--- src/rtl/tbcs_pkg.sv ---
`default_nettype none
package tbcs_pkg;

    localparam int COORD_BITS       = 16;
    localparam int WEIGHT_FRAC_BITS = 16;
    localparam int CW               = (COORD_BITS < 16) ? COORD_BITS : 16;
    // edge function magnitude: products of (CW+2)-bit differences, summed
    localparam int EW               = 2 * CW + 4;
    localparam int MW               = EW - 1;
    localparam int WW               = WEIGHT_FRAC_BITS + 1;
    localparam int DIV_STEPS        = WW;
    localparam int PIPE_DEPTH       = 3 + DIV_STEPS + 2;

    localparam logic [2:0] REG_VERTEX_A_XY    = 3'd0;
    localparam logic [2:0] REG_VERTEX_B_XY    = 3'd1;
    localparam logic [2:0] REG_VERTEX_C_XY    = 3'd2;
    localparam logic [2:0] REG_VERTEX_A_RGB   = 3'd3;
    localparam logic [2:0] REG_VERTEX_B_RGB   = 3'd4;
    localparam logic [2:0] REG_VERTEX_C_RGB   = 3'd5;
    localparam logic [2:0] REG_TRIANGLE_VALID = 3'd6;

    typedef struct packed {
        logic signed [15:0] pixel_x;
        logic signed [15:0] pixel_y;
    } pixel_t;

    typedef struct packed {
        logic       covered;
        logic [7:0] red;
        logic [7:0] green;
        logic [7:0] blue;
    } color_t;

    typedef struct packed {
        logic [31:0] vertex_a_xy;
        logic [31:0] vertex_b_xy;
        logic [31:0] vertex_c_xy;
        logic [23:0] vertex_a_rgb;
        logic [23:0] vertex_b_rgb;
        logic [23:0] vertex_c_rgb;
        logic        triangle_valid;
    } tri_cfg_t;

    // magnitudes for the dividers and the ok flag, handed on from the edge stage
    typedef struct packed {
        logic          ok;
        logic [MW-1:0] beta_num;
        logic [MW-1:0] beta_den;
        logic [MW-1:0] gamma_num;
        logic [MW-1:0] gamma_den;
    } edge_res_t;

    function automatic logic signed [CW:0] sext_coord(input logic [15:0] v);
        logic signed [CW-1:0] t;
        t = v[CW-1:0];
        return (CW+1)'(t);
    endfunction

endpackage
`default_nettype wire

--- src/rtl/tbcs_div.sv ---
`default_nettype none
// pipelined restoring divider, one quotient bit per stage: floor(num*2^F/den), num<=den
module tbcs_div (
    input  wire logic                          clk,
    input  wire logic [tbcs_pkg::MW-1:0]       num,
    input  wire logic [tbcs_pkg::MW-1:0]       den,
    output logic      [tbcs_pkg::WW-1:0]       quo
);
    localparam int MW = tbcs_pkg::MW;
    localparam int WW = tbcs_pkg::WW;
    localparam int N  = tbcs_pkg::DIV_STEPS;

    logic [MW:0]   rem_reg [N];
    logic [MW-1:0] den_reg [N];
    logic [WW-1:0] q_reg   [N];

    // stage 0 takes the integer bit (num>=den)
    always_ff @(posedge clk)
    begin
        rem_reg[0] <= (num >= den) ? {1'b0, num - den} : {1'b0, num};
        den_reg[0] <= den;
        q_reg[0]   <= WW'(num >= den);
    end

    for (genvar s = 1; s < N; s++)
    begin : g_step
        logic [MW+1:0] sh;
        logic          ge;
        assign sh = {rem_reg[s-1], 1'b0};
        assign ge = sh >= {2'b00, den_reg[s-1]};
        always_ff @(posedge clk)
        begin
            rem_reg[s] <= ge ? (MW+1)'(sh - {2'b00, den_reg[s-1]}) : (MW+1)'(sh);
            den_reg[s] <= den_reg[s-1];
            q_reg[s]   <= {q_reg[s-1][WW-2:0], ge};
        end
    end

    assign quo = q_reg[N-1];
endmodule
`default_nettype wire

--- config.mk ---
export PLATFORM = sky130hd
export DESIGN_NAME = tbcs_div
export DESIGN_NICKNAME = d
export VERILOG_FILES = /design/src/rtl/tbcs_pkg.sv /design/src/rtl/tbcs_div.sv
export SDC_FILE = /design/constraint.sdc
export NUM_CORES = 2
export LEC_CHECK = 0
export ABC_AREA = 1
export BUFFER_PORTS_ARGS = -buffer_cell sky130_fd_sc_hd__buf_2
export CAP_MARGIN = 20
export CORE_MARGIN = 2
export CORE_UTILIZATION = 54
export DETAILED_ROUTE_END_ITERATION = 8
export GPL_TIMING_DRIVEN = 0
export HOLD_SLACK_MARGIN = 0.06
export PLACE_DENSITY = 0.71
export SLEW_MARGIN = 20
export SYNTH_ARGS = -nofsm -noshare
export SYNTH_HDL_FRONTEND = slang
export SYNTH_SLANG_ARGS = --single-unit
--- constraint.sdc ---
create_clock -name clk -period 2.5 [get_ports clk]
set_input_delay 0.125 -clock clk [delete_from_list [all_inputs] [get_ports clk]]
set_output_delay 0.125 -clock clk [all_outputs]
set_load 0.01 [all_outputs]
# Word-level counts from Yosys, hierarchy flattened
# Memories as Yosys holds them, arrays and structs flattened.
# Cells that the tools add are included.
# word_totals
register_bits	0
ram_bits	1496
in_bits	71
out_inout_bits	17
elab_cells	54
memories	3
# memory_table
memory	words	width	rd	rd_clocked_by_memory_dff	write_ports	line	text
rem_reg	17	36	16	0	17	tbcs_div.sv:13	logic [MW:0] rem_reg [N];
den_reg	17	35	16	0	17	tbcs_div.sv:14	logic [MW-1:0] den_reg [N];
q_reg	17	17	17	0	17	tbcs_div.sv:15	logic [WW-1:0] q_reg [N];
# classes
n_addsub	17
order_cmp	17
muxes	17
# op_table
operator	n
>= comparator 37 x 35 -> 1 bit	16
two-way mux 36 bit	16
subtractor 36 x 35 -> 36 bit	16
>= comparator 35 bit	1
two-way mux 35 bit	1
subtractor 35 bit	1

# Logic depth before layout (Yosys ltp)
# An unclocked memory read counts as a cell.
# logic_depth
depth_word	3
mapped_depth	16
mapped_depth_nobuf	15

# Least setup slack after synthesis
# OpenSTA, ideal clock, no wires.
# synth_path
path_kind	register -> register
start	mem rem_reg[0][180] (netlist name)
end	mem rem_reg[0][240] (netlist name)
setup_time_ns	0.113
arrival_ns	1.778
t_required_ns	2.387
path_slack_ns	0.609
stages_incl_launch_ff	13
n_path_buf	0
period_less_slack_ns	1.891
path_cell_list	dfxtp_1 > inv_1 > fa_1 > o21ai_0 > nand2_1 > nand2_1 > nand2_1 > nand2_1 > nand2_1 > nand2_1 > nand2_1 > nand3_1 > nand2_1
# synth_lines
item	line
start, declared	tbcs_div.sv:13

==> results.md <==
* Status: finished, final reports clean
* Synth area leader: dfxtp_1
* Worst setup EP type: register
* DR iter-0 viols at approximately 7000
* Tmin final at around 2.5 ns
* Most common cell after layout, fill and taps aside: nand2_1
* Leak at 49.24 nW
* Sequential element share of the synthesized area at 33.04%
* Pwr dens at 1441 nW/um^2
* FF-to-FF End: rem_reg[0][210]
* Crit-path max cell delay at about 0.4 ns
* FILL cells at between 10000 and 15000
* Post-placement cell count at around 14000
* Post-synth top area share at 33.04%
* Number of distinct library cells after synthesis at 38
* Layout Skew at 0.02693 ns
* Total power at 129.3 mW
* Final net count at 13310
* CP Buf/Inv Count at 3
* CP top delay family: simple AND/OR/NAND/NOR gates
* Core area at approximately 140000 um^2
* Initial Util at 54.39%
* # clock sinks at 1288
* Slew headroom at 41.83%
* Largest net degree at the start of global routing at 17
* GRT Overall Usage at 34.92%
* Routability cong. at 1.052
* Hold endpoint: rem_reg[0][33]
* Max-slew violations at 0
* FF-to-FF setup slack at 0.01 ns
* Critical Path Most Common Cell: nand2_2
* Slew at the pin closest to its max-slew limit at 0.8645 ns
* Primary FF master, synth: dfxtp_1
* Share of cells above drive strength 1 at 9.235%
* Placement Cell Area at between 80000 and 90000 um^2
* Multi-input logic area at 45600 um^2
* Clock buffer depth at 3
* Fin. Hold Viols at 0
* Vias in the first global route at 71350
* Worst endpoint required time at 3.15 ns
* #FFs+latches synth at 1288
* Critical-path cell list: inv_1 -> ha_2 -> nand2_2 -> nor2_2 -> nand2_2 -> nor2_2 -> nand4_1 -> nand2_1 -> nor2_1 -> nand2_4 -> inv_4 -> buf_6 -> nand2_1 -> nand2_2
* Gr ovfl total at 0
* Final routed DRC violation total at 0
* Slowest CP cell: ha_2
* Die Width at 384.2 um
* Design Area, Final at 89740 um^2
* TritonCTS Buffers at 135
* R2R cell count at 14
* Clk Latency, worst-skew pair at 0.79 ns
* Max reg flops at 575
* Hold path start: num[33]
* Clock root cell: clkbuf_16
* Arr. time, crit path at 3.14 ns
* TritonRoute pass-1 iters at 8
* Seq. cell area at 25980 um^2
* HP Class: in2reg
* Setup CP Type: reg2reg
* Clock slew at reported path FFs at 0.06 ns
* WL/cell at 18.21 um
* Vias at ~77000
* Final HPWL DP at 218600 um
* Synth warn at 0
* Syn Area/Cell at between 6 and 7 um^2
* CP startpoint kind: register
* Peak Freq at 401.6 MHz
* Fraction of registers with async set/reset at 0%
* Max cap viols at 0
* IO buf count at 87
* Post-Synthesis Cell Area at 78040 um^2
* Hold Path Stages at 4
* Critical R2R Launch: den_reg[0][157]
* P&R area growth vs syn at 15.00%
* First-pass GRT wire length at 397800 um
* CTS tree: built
* Number of synthesized flops with an enable pin at 0
* Period Utilization, post-route at 99.60%
* Wirelength, routed at between 200000 and 300000 um
* # H-tree levels at 4
* Post-Layout Cell Count at 14640
* Row cnt at 139
* Die area at 147600 um^2
* DR vias/cell at 5.238
* IO Pins at 88
* Most frequent cells in the layout: nand2_1 (4798), inv_1 (2153), dfxtp_1 (1169)
* DIE HEIGHT at 384.2 um
* # setup viols final at 0
* Syn Inst Count at 12260
* Antenna viol nets, final at 0
* Area contributors post-synth: dfxtp_1 (33%), nand2_1 (24%), inv_1 (10%), ha_1 (9.5%), nor2_1 (4.9%)
* VDD IR-drop max at 0.8219 mV
* Critical path fanouts, max at 10
* Syn nets at 12940
* Initial antenna violation count at 9
==> timing repair <==
| action | in CTS | in global routing |
|---|---|---|
| hold buffers | 105 | 0 |
| setup buffers | 12 | 25 |
| pin swaps | 13 | 45 |
| setup endpoints to repair | 384 | 502 |
| hold endpoints to repair | 70 | 0 |
| resized for setup | 128 | 585 |
| cloned | 1 | 3 |
==> power by group <==
group	leakage, nW	internal [mW]	switching, mW
registers	10.9	27.4	5.71
clock network	2.27	12.3	8.77
logic	36.1	25.6	49.5
total	49.2	65.3	64.0
==> stage by stage <==
stage / hold slack, ns / setup WS (ns) / util (%) / TNS [ns]
floorplan: 0.1527 / 0.6091 / - / 0
global placement: 0.2419 / -0.2946 / 56.35 / -31.72
detailed placement: 0.2449 / -0.2995 / 56.35 / -30.79
CTS: 0.07547 / 0.00001688 / 60.70 / 0
global route: 0.1297 / -0.04055 / 62.54 / -0.4627
finish: 0.1217 / 0.009981 / 62.54 / 0
==> worst max-delay path by stage <==
stage                    startpoint              end  slack (ns)  depth (start not counted)
floorplan           rem_reg[0][180]  rem_reg[0][240]        0.61                         12
global placement    den_reg[0][208]  rem_reg[0][242]       -0.29                         14
detailed placement  den_reg[0][208]  rem_reg[0][242]       -0.30                         14
CTS                 den_reg[0][300]  rem_reg[0][351]     0.00002                         14
global route        den_reg[0][141]  rem_reg[0][206]       -0.04                         13
finish              den_reg[0][157]  rem_reg[0][210]        0.01                         14
==> cell families (layout without fill, tap and decap cells) <==
kind of cell               Yosys count  after routing  synth area share, %
and+or+nand+nor                   7034           7038                36.63
other                                0              4                    0
adders and majority gates          610            610                9.934
DFF                               1288           1288                33.04
buffers and inverters             2297           2770                11.88
xor gates and xnor gates           302            302                3.389
AOI/OAI and AO/OA                  726            726                5.123
==> tightest hold or removal path, stage by stage <==
cell and delay (ns):
dlygate4sd3_1 0.52, buf_2 0.12, nand2_1 0.05, nand2_1 0.05
==> layout make-up <==
class	count	share of cell area [%]
antenna	4	0.01115
buffer	123	1.213
clock buffer	171	4.107
clock inverter	73	1.136
inverter	2174	9.138
multi-input combinational	8676	50.81
sequential	1288	28.95
tap	1903	2.653
timing repair buffer	229	1.980
==> synthesized netlist by cell type, drive strengths merged (7+ instances only) <==
| cell | count |
|---|---|
| ha | 594 |
| nor4 | 18 |
| a21oi | 472 |
| xor2 | 286 |
| buf | 123 |
| o21bai | 86 |
| o21a | 15 |
| fa | 16 |
| nand2 | 4923 |
| inv | 2173 |
| nor3b | 7 |
| o21ai | 131 |
| nand4 | 93 |
| nand3 | 688 |
| xnor2 | 16 |
| a21o | 18 |
| nor2 | 1036 |
| nand3b | 142 |
| dfxtp | 1288 |
| nor3 | 124 |
==> per-layer routing <==
metal,share of wire (%),GRT usage (%),routed length (um)
met5,0.0026,0,7
met4,6.2,19.54,16500
met3,7.3,4.969,19580
met2,46,59.02,123600
met1,40,42.54,106900
Power figures use the tool's default switching activity.
