`config.mk`:
```
export PLATFORM = sky130hd
export DESIGN_NAME = tbcs_blend
export DESIGN_NICKNAME = d
export VERILOG_FILES = /design/src/rtl/tbcs_pkg.sv /design/src/rtl/tbcs_blend.sv
export SDC_FILE = /design/constraint.sdc
export NUM_CORES = 2
export LEC_CHECK = 0
export BUFFER_PORTS_ARGS = -buffer_cell sky130_fd_sc_hd__buf_2
export CORE_MARGIN = 4
export CORE_UTILIZATION = 51
export CTS_CLUSTER_SIZE = 30
export DETAILED_ROUTE_END_ITERATION = 7
export PLACE_DENSITY = 0.68
export SLEW_MARGIN = 20
export SYNTH_ARGS = -nofsm -noshare
export SYNTH_HDL_FRONTEND = slang
export SYNTH_SLANG_ARGS = --single-unit
```
`constraint.sdc`:
```
create_clock -name clk -period 5.8 [get_ports clk]
set_input_delay 0 -clock clk [delete_from_list [all_inputs] [get_ports clk]]
set_output_delay 0 -clock clk [all_outputs]
set_load 0.1 [all_outputs]
```
`src/rtl/tbcs_pkg.sv`:
```
`default_nettype none
package tbcs_pkg;

    localparam int COORD_BITS       = 16;
    localparam int WEIGHT_FRAC_BITS = 16;
    localparam int CW               = (COORD_BITS < 16) ? COORD_BITS : 16;
    // edge function magnitude: products of (CW+2)-bit differences, summed
    localparam int EW               = 2 * CW + 4;
    localparam int MW               = EW - 1;
    localparam int WW               = WEIGHT_FRAC_BITS + 1;
    localparam int DIV_STEPS        = WW;
    localparam int PIPE_DEPTH       = 3 + DIV_STEPS + 2;

    localparam logic [2:0] REG_VERTEX_A_XY    = 3'd0;
    localparam logic [2:0] REG_VERTEX_B_XY    = 3'd1;
    localparam logic [2:0] REG_VERTEX_C_XY    = 3'd2;
    localparam logic [2:0] REG_VERTEX_A_RGB   = 3'd3;
    localparam logic [2:0] REG_VERTEX_B_RGB   = 3'd4;
    localparam logic [2:0] REG_VERTEX_C_RGB   = 3'd5;
    localparam logic [2:0] REG_TRIANGLE_VALID = 3'd6;

    typedef struct packed {
        logic signed [15:0] pixel_x;
        logic signed [15:0] pixel_y;
    } pixel_t;

    typedef struct packed {
        logic       covered;
        logic [7:0] red;
        logic [7:0] green;
        logic [7:0] blue;
    } color_t;

    typedef struct packed {
        logic [31:0] vertex_a_xy;
        logic [31:0] vertex_b_xy;
        logic [31:0] vertex_c_xy;
        logic [23:0] vertex_a_rgb;
        logic [23:0] vertex_b_rgb;
        logic [23:0] vertex_c_rgb;
        logic        triangle_valid;
    } tri_cfg_t;

    // magnitudes for the dividers and the ok flag, handed on from the edge stage
    typedef struct packed {
        logic          ok;
        logic [MW-1:0] beta_num;
        logic [MW-1:0] beta_den;
        logic [MW-1:0] gamma_num;
        logic [MW-1:0] gamma_den;
    } edge_res_t;

    function automatic logic signed [CW:0] sext_coord(input logic [15:0] v);
        logic signed [CW-1:0] t;
        t = v[CW-1:0];
        return (CW+1)'(t);
    endfunction

endpackage
`default_nettype wire

```
`src/rtl/tbcs_blend.sv`:
```
`default_nettype none
// two stages: alpha and per-channel products, then sum with saturate
module tbcs_blend (
    input  wire logic                     clk,
    input  wire logic                     rst_n,
    input  wire logic                     in_valid,
    input  wire logic                     in_ok,
    input  wire logic [tbcs_pkg::WW-1:0]  beta,
    input  wire logic [tbcs_pkg::WW-1:0]  gamma,
    input  wire tbcs_pkg::tri_cfg_t       cfg,
    output logic                          out_valid,
    output tbcs_pkg::color_t              out_color
);
    localparam int WW = tbcs_pkg::WW;
    localparam int F  = tbcs_pkg::WEIGHT_FRAC_BITS;
    localparam int PW = WW + 8;

    logic [WW:0] wsum, alpha;
    logic        cov;
    assign wsum  = {1'b0, beta} + {1'b0, gamma};
    assign cov   = in_ok && (wsum < (WW+1)'(1) << F);
    assign alpha = ((WW+1)'(1) << F) - wsum;

    logic v1_reg, cov_reg;
    logic [PW-1:0] pr_reg [9];
    logic [PW-1:0] pr_next [9];
    always_comb
    begin
        for (int c = 0; c < 3; c++)
        begin
            pr_next[3*c]   = PW'(alpha[WW-1:0] * cfg.vertex_a_rgb[8*(2-c) +: 8]);
            pr_next[3*c+1] = PW'(beta * cfg.vertex_b_rgb[8*(2-c) +: 8]);
            pr_next[3*c+2] = PW'(gamma * cfg.vertex_c_rgb[8*(2-c) +: 8]);
        end
    end

    always_ff @(posedge clk or negedge rst_n)
    begin
        if (!rst_n)
        begin
            v1_reg <= 1'b0;
        end
        else
        begin
            v1_reg <= in_valid;
        end
    end

    always_ff @(posedge clk)
    begin
        cov_reg <= cov;
        pr_reg  <= pr_next;
    end

    // sum, shift and saturate
    logic [7:0] ch [3];
    always_comb
    begin
        logic [PW+1:0] s;
        logic [PW+1:0] q;
        for (int c = 0; c < 3; c++)
        begin
            s = (PW+2)'(pr_reg[3*c]) + (PW+2)'(pr_reg[3*c+1]) + (PW+2)'(pr_reg[3*c+2]);
            q = s >> F;
            ch[c] = (q > (PW+2)'(255)) ? 8'hFF : q[7:0];
        end
    end

    logic v2_reg;
    tbcs_pkg::color_t col_reg;
    always_ff @(posedge clk or negedge rst_n)
    begin
        if (!rst_n)
        begin
            v2_reg  <= 1'b0;
            col_reg <= '0;
        end
        else
        begin
            v2_reg          <= v1_reg;
            col_reg.covered <= cov_reg;
            col_reg.red     <= cov_reg ? ch[0] : 8'h00;
            col_reg.green   <= cov_reg ? ch[1] : 8'h00;
            col_reg.blue    <= cov_reg ? ch[2] : 8'h00;
        end
    end

    assign out_valid = v2_reg;
    assign out_color = col_reg;
endmodule
`default_nettype wire

```
# After elaboration in Yosys (flattened, before gate mapping)
# Cells that the tools add are included.
[totals]
reg_bits = 253
out_inout_bits = 26
[classes]
add_sub_neg = 8
mux = 6
n_mul = 9
n_reduce_logical = 1
n_lt_le_gt_ge = 4
[op_table]
columns = ["operator", "count"]
rows = [
  ["17-bit by 8-bit multiplier with 25-bit output", 9],
  ["26-bit by 25-bit adder with 27-bit output", 3],
  ["25-bit by 25-bit adder with 26-bit output", 3],
  ["8-bit two-way mux", 6],
  ["11-bit by 8-bit greater-than comparator with 1-bit output (second input constant)", 3],
  ["17-bit by 17-bit adder with 18-bit output", 1],
  ["18-bit by 17-bit less-than comparator with 1-bit output (second input constant)", 1],
  ["17-bit subtractor (first input constant)", 1],
  ["1-bit logical AND", 1],
]

# Logic depth before layout (Yosys ltp)
[logic_depth]
depth_word = 5
mapped_depth = 31

# Worst setup path after synthesis
# No wires, ideal clock.
[synth_timing]
path_kind = "input to register"
start = "in beta[1] (netlist bit)"
end = "reg pr_reg[74] (netlist bit)"
arrival_ps = 6811
n_path_buf = 4
setup_time_ps = 72
required_ps = 5728
path_stages = 30
setup_slack_ps = -1083
cell_sequence = "clkbuf_1 > inv_1 > fa_1 > and2b_1 > o21ai_1 > a2111o_1 > a31oi_2 > a31oi_2 > nor4_4 > or4b_1 > buf_2 > buf_6 > buf_6 > o211ai_2 > nand2_1 > fa_1 > fa_1 > fa_1 > inv_1 > fa_1 > inv_1 > ha_1 > nor2b_1 > o21ai_0 > nand2_1 > a211oi_1 > o2bb2ai_1 > o2111ai_1 > a21oi_1 > xnor2_1"
[synth_lines]
columns = ["item", "line", "source"]
rows = [
  ["from (decl)", "tbcs_blend.sv:8", "input wire logic [tbcs_pkg::WW-1:0] beta,"],
  ["to (signal assigned)", "tbcs_blend.sv:52", "pr_reg <= pr_next;"],
  ["to (decl)", "tbcs_blend.sv:25", "logic [PW-1:0] pr_reg [9];"],
]

==> implementation parameters <==
Parameter                              Value

Outcome
  Result of the run    finished with violations
  Failing checks    setup timing

Floorplan
  Chip Height    316 microns
  Count of standard-cell rows    112
  Overall die width    316 microns
  Top-level I/O count    ~230
  Initial core utilization    51.6%
  Placeable core region    93,600 sq um
  Die Area    99,700 sq um

Timing
  Setup clock skew after layout    ~0.017 ns
  Worst rel slew slack    roughly two fifths
  Sum of negative setup slack    -0.240 ns
  Top achievable clock speed    169 MHz
  Max-slew violations    0
  Final critical delay including setup and external delays    5.93 ns
  Pin slew with the least headroom to its limit    0.882 ns
  Setup repair after global routing missed its margin    true
  Post-route clock period utilization    102%
  Final-report setup violation count    3
  Post-route setup slack    -0.127 ns
  Final-report hold violation count    0

Clock network
  Maximum count of clock buffers along a single path    3
  # clock sinks    253
  Clk Latency, worst-skew pair    0.59 ns
  Clock tree from TritonCTS    done
  CTS root buf    sky130_fd_sc_hd__clkbuf_16
  Cts bufs inserted    29
  Clock transition at the registers of the reported paths    0.07 ns
  Number of H-tree levels    1

Detailed routing
  Post-detailed-route wirelength per cell    ~19 microns
  Post-route DRC violation count    0
  Via total after detailed routing    38,100
  Number of DRC markers in iteration 0    2,566
  Via density per instance    5.47
  Antenna violation net count after detailed routing    0
  Drt pass-1 iters    6
  Total length of routed wires    135,000 microns

Critical path
  Arrival time at the worst endpoint    6.40 ns
  Cell repeated most along the worst path    sky130_fd_sc_hd__fa_1
  Sort of element at the start of the critical path    primary input
  Setup crit end kind    flop
  Cell with the largest stage delay on the worst path    sky130_fd_sc_hd__fa_1
  Maximum fanout along the worst path    4
  Slowest Stage Delay on Critical Path    approximately 0.6 ns
  Data required time of the critical path    6.27 ns
  Critical path start-end classification    in -> reg

Final layout
  Area of the multi-input gates    40,100 sq um
  Max FFs per register    225
  Storage element area    5200 sq um
  Share of layout cells above drive strength 1    approximately 14%
  Filler Cells Inserted    approximately 8,200
  Layout Area Growth over Synthesis    14.1%
  Post-layout nets    roughly 7,300

Logic synthesis
  Fraction of synthesis flops using an asynchronous set or reset pin    10.7%
  Number of distinct library cells after synthesis    80
  Sequential fraction of the synthesis area    10.8%
  Yosys Warn Count    0
  Mean instance size in the synthesized netlist    9.05 sq um
  EDFF count, synth    0
  Yosys reg bits    253
  Post-Syn Nets    6,919
  Number of instances in the synthesized netlist    ~5,300
  Synthesized cell area    48,300 sq um
  Commonest register cell after synthesis    sky130_fd_sc_hd__dfxtp_1

Global routing
  Pin count of the biggest net entering global routing    28
  First-pass GRT wire length    217,000 microns
  Antenna violations before repair    15
  Number of global-route vias before repair    40,100
  GRT Overall Usage    27.7%
  Remaining global-route overflow    0

Place
  Port-buffer cells    135
  Placer's final routability congestion estimate    0.940
  Half-perimeter wire length after placement    ~110,000 microns

Min path
  Min-Delay Path Class    in -> async

Job
  Number of max-capacitance violations reported    0
placed cells by master, fill, tap and decap left out, types with 87 or more instances in the layout:
cell and n:
sky130_fd_sc_hd__a21oi_1 126, sky130_fd_sc_hd__and2_1 597, sky130_fd_sc_hd__buf_2 134, sky130_fd_sc_hd__buf_4 372
sky130_fd_sc_hd__dfxtp_1 226, sky130_fd_sc_hd__fa_1 881, sky130_fd_sc_hd__ha_1 474, sky130_fd_sc_hd__inv_1 806
sky130_fd_sc_hd__nand2_1 724, sky130_fd_sc_hd__nor2_1 151, sky130_fd_sc_hd__o21ai_0 87, sky130_fd_sc_hd__xnor2_1 130
repair_timing:
action | 4_1_cts | 5_1_grt
resized for setup | 46 | 104
pin swaps | 39 | 68
endpoints found under the setup margin | 27 | 30
gates cloned | 0 | 1
hold buffers | 17 | 0
buffers inserted | 27 | 21
endpoints found under the hold margin | 38 | 0
final timing paths:
check | start | endpoint | slack [ns] | cells past startpoint
max | beta[0] | pr_reg[73]$_DFF_P_ | -0.13 | 32
min reg2reg | v1_reg$_DFF_PN0_ | out_valid$_DFF_PN0_ | 0.35 | 0
min | rst_n | out_color[19]$_DFF_PN0_ | 0.06 | 2
max in group asynchronous | rst_n | out_color[15]$_DFF_PN0_ | 5.20 | 2
max reg2reg | pr_reg[153]$_DFF_P_ | out_color[18]$_DFF_PN0_ | 1.83 | 11
min in group clk | in_valid | v1_reg$_DFF_PN0_ | 0.06 | 2
synthesized netlist by cell type, drive strengths merged, types with 49 or more instances:
cell | instances | area share, %
xnor2 | 144 | 2.6
nand3 | 49 | 0.51
o21a | 56 | 0.87
a21oi | 140 | 1.5
clkbuf | 233 | 1.8
a21o | 55 | 0.86
dfxtp | 226 | 9.4
fa | 883 | 37
o211ai | 65 | 1.1
xor2 | 53 | 0.96
nor2 | 156 | 1.2
o21ai | 105 | 1.1
ha | 495 | 13
and2 | 607 | 7.9
inv | 813 | 6.3
nand2 | 732 | 5.7
critical path: cells and delay by family:
| kind | cells | cell delay [ns] |
|---|---|---|
| XOR/XNOR | 3 | 0.54 |
| adder cells (fa/ha/maj) | 7 | 2.71 |
| AND/OR/NAND/NOR | 5 | 0.65 |
| AO/OA/AOI/OAI | 9 | 1.78 |
| buffers and inverters | 8 | 0.73 |
kinds of logic (layout without fill, tap and decap cells):
group	Yosys count	count (layout)	synth area share, %
simple gates	1808	1808	18.7
fa+ha+maj	1378	1378	49.4
buf+inv	1062	1428	8.33
compound gates	608	608	8.56
flops	253	253	10.8
xor+xnor	197	197	3.57
mux	28	28	0.593
other cells	0	7	0
routing by layer:
metal	vias to the layer above	global-route usage, %	part of all wire (%)	wire length (microns)
met2	1159	44.9	46	61300
met4	8	11.0	5.1	6860
met5	-	0	0.040	54
met3	230	3.73	6.8	9140
li1	17400	-	-	-
met1	19200	37.8	43	57400
stage by stage:
step | hold slack (ns) | setup WS, ns | util (%) | cell area [sq um] | std cells
5_1_grt | 0.0753 | -0.408 | 58.9 | 55100 | 6955
2_1_floorplan | -0.296 | -0.339 | - | 48800 | 5334
3_3_place_gp | 0.107 | -1.03 | 56.4 | 52800 | 6834
4_1_cts | 0.0210 | -0.0941 | 58.2 | 54400 | 6932
3_5_place_dp | 0.110 | -1.14 | 56.4 | 52800 | 6834
6_report | 0.0573 | -0.127 | 58.9 | 55100 | 6961
area by class of cell:
type | count | share of cell area, %
timing repair buffer | 561 | 7.56
antenna | 7 | 0.0318
sequential | 253 | 9.44
clock inverter | 24 | 0.572
tap | 1254 | 2.85
multi-input combinational | 4019 | 72.7
inverter | 813 | 5.54
clock buffer | 30 | 1.34
Power is not shown: default switching activity piles up to over one toggle a cycle in this logic, so the estimate is an artifact.
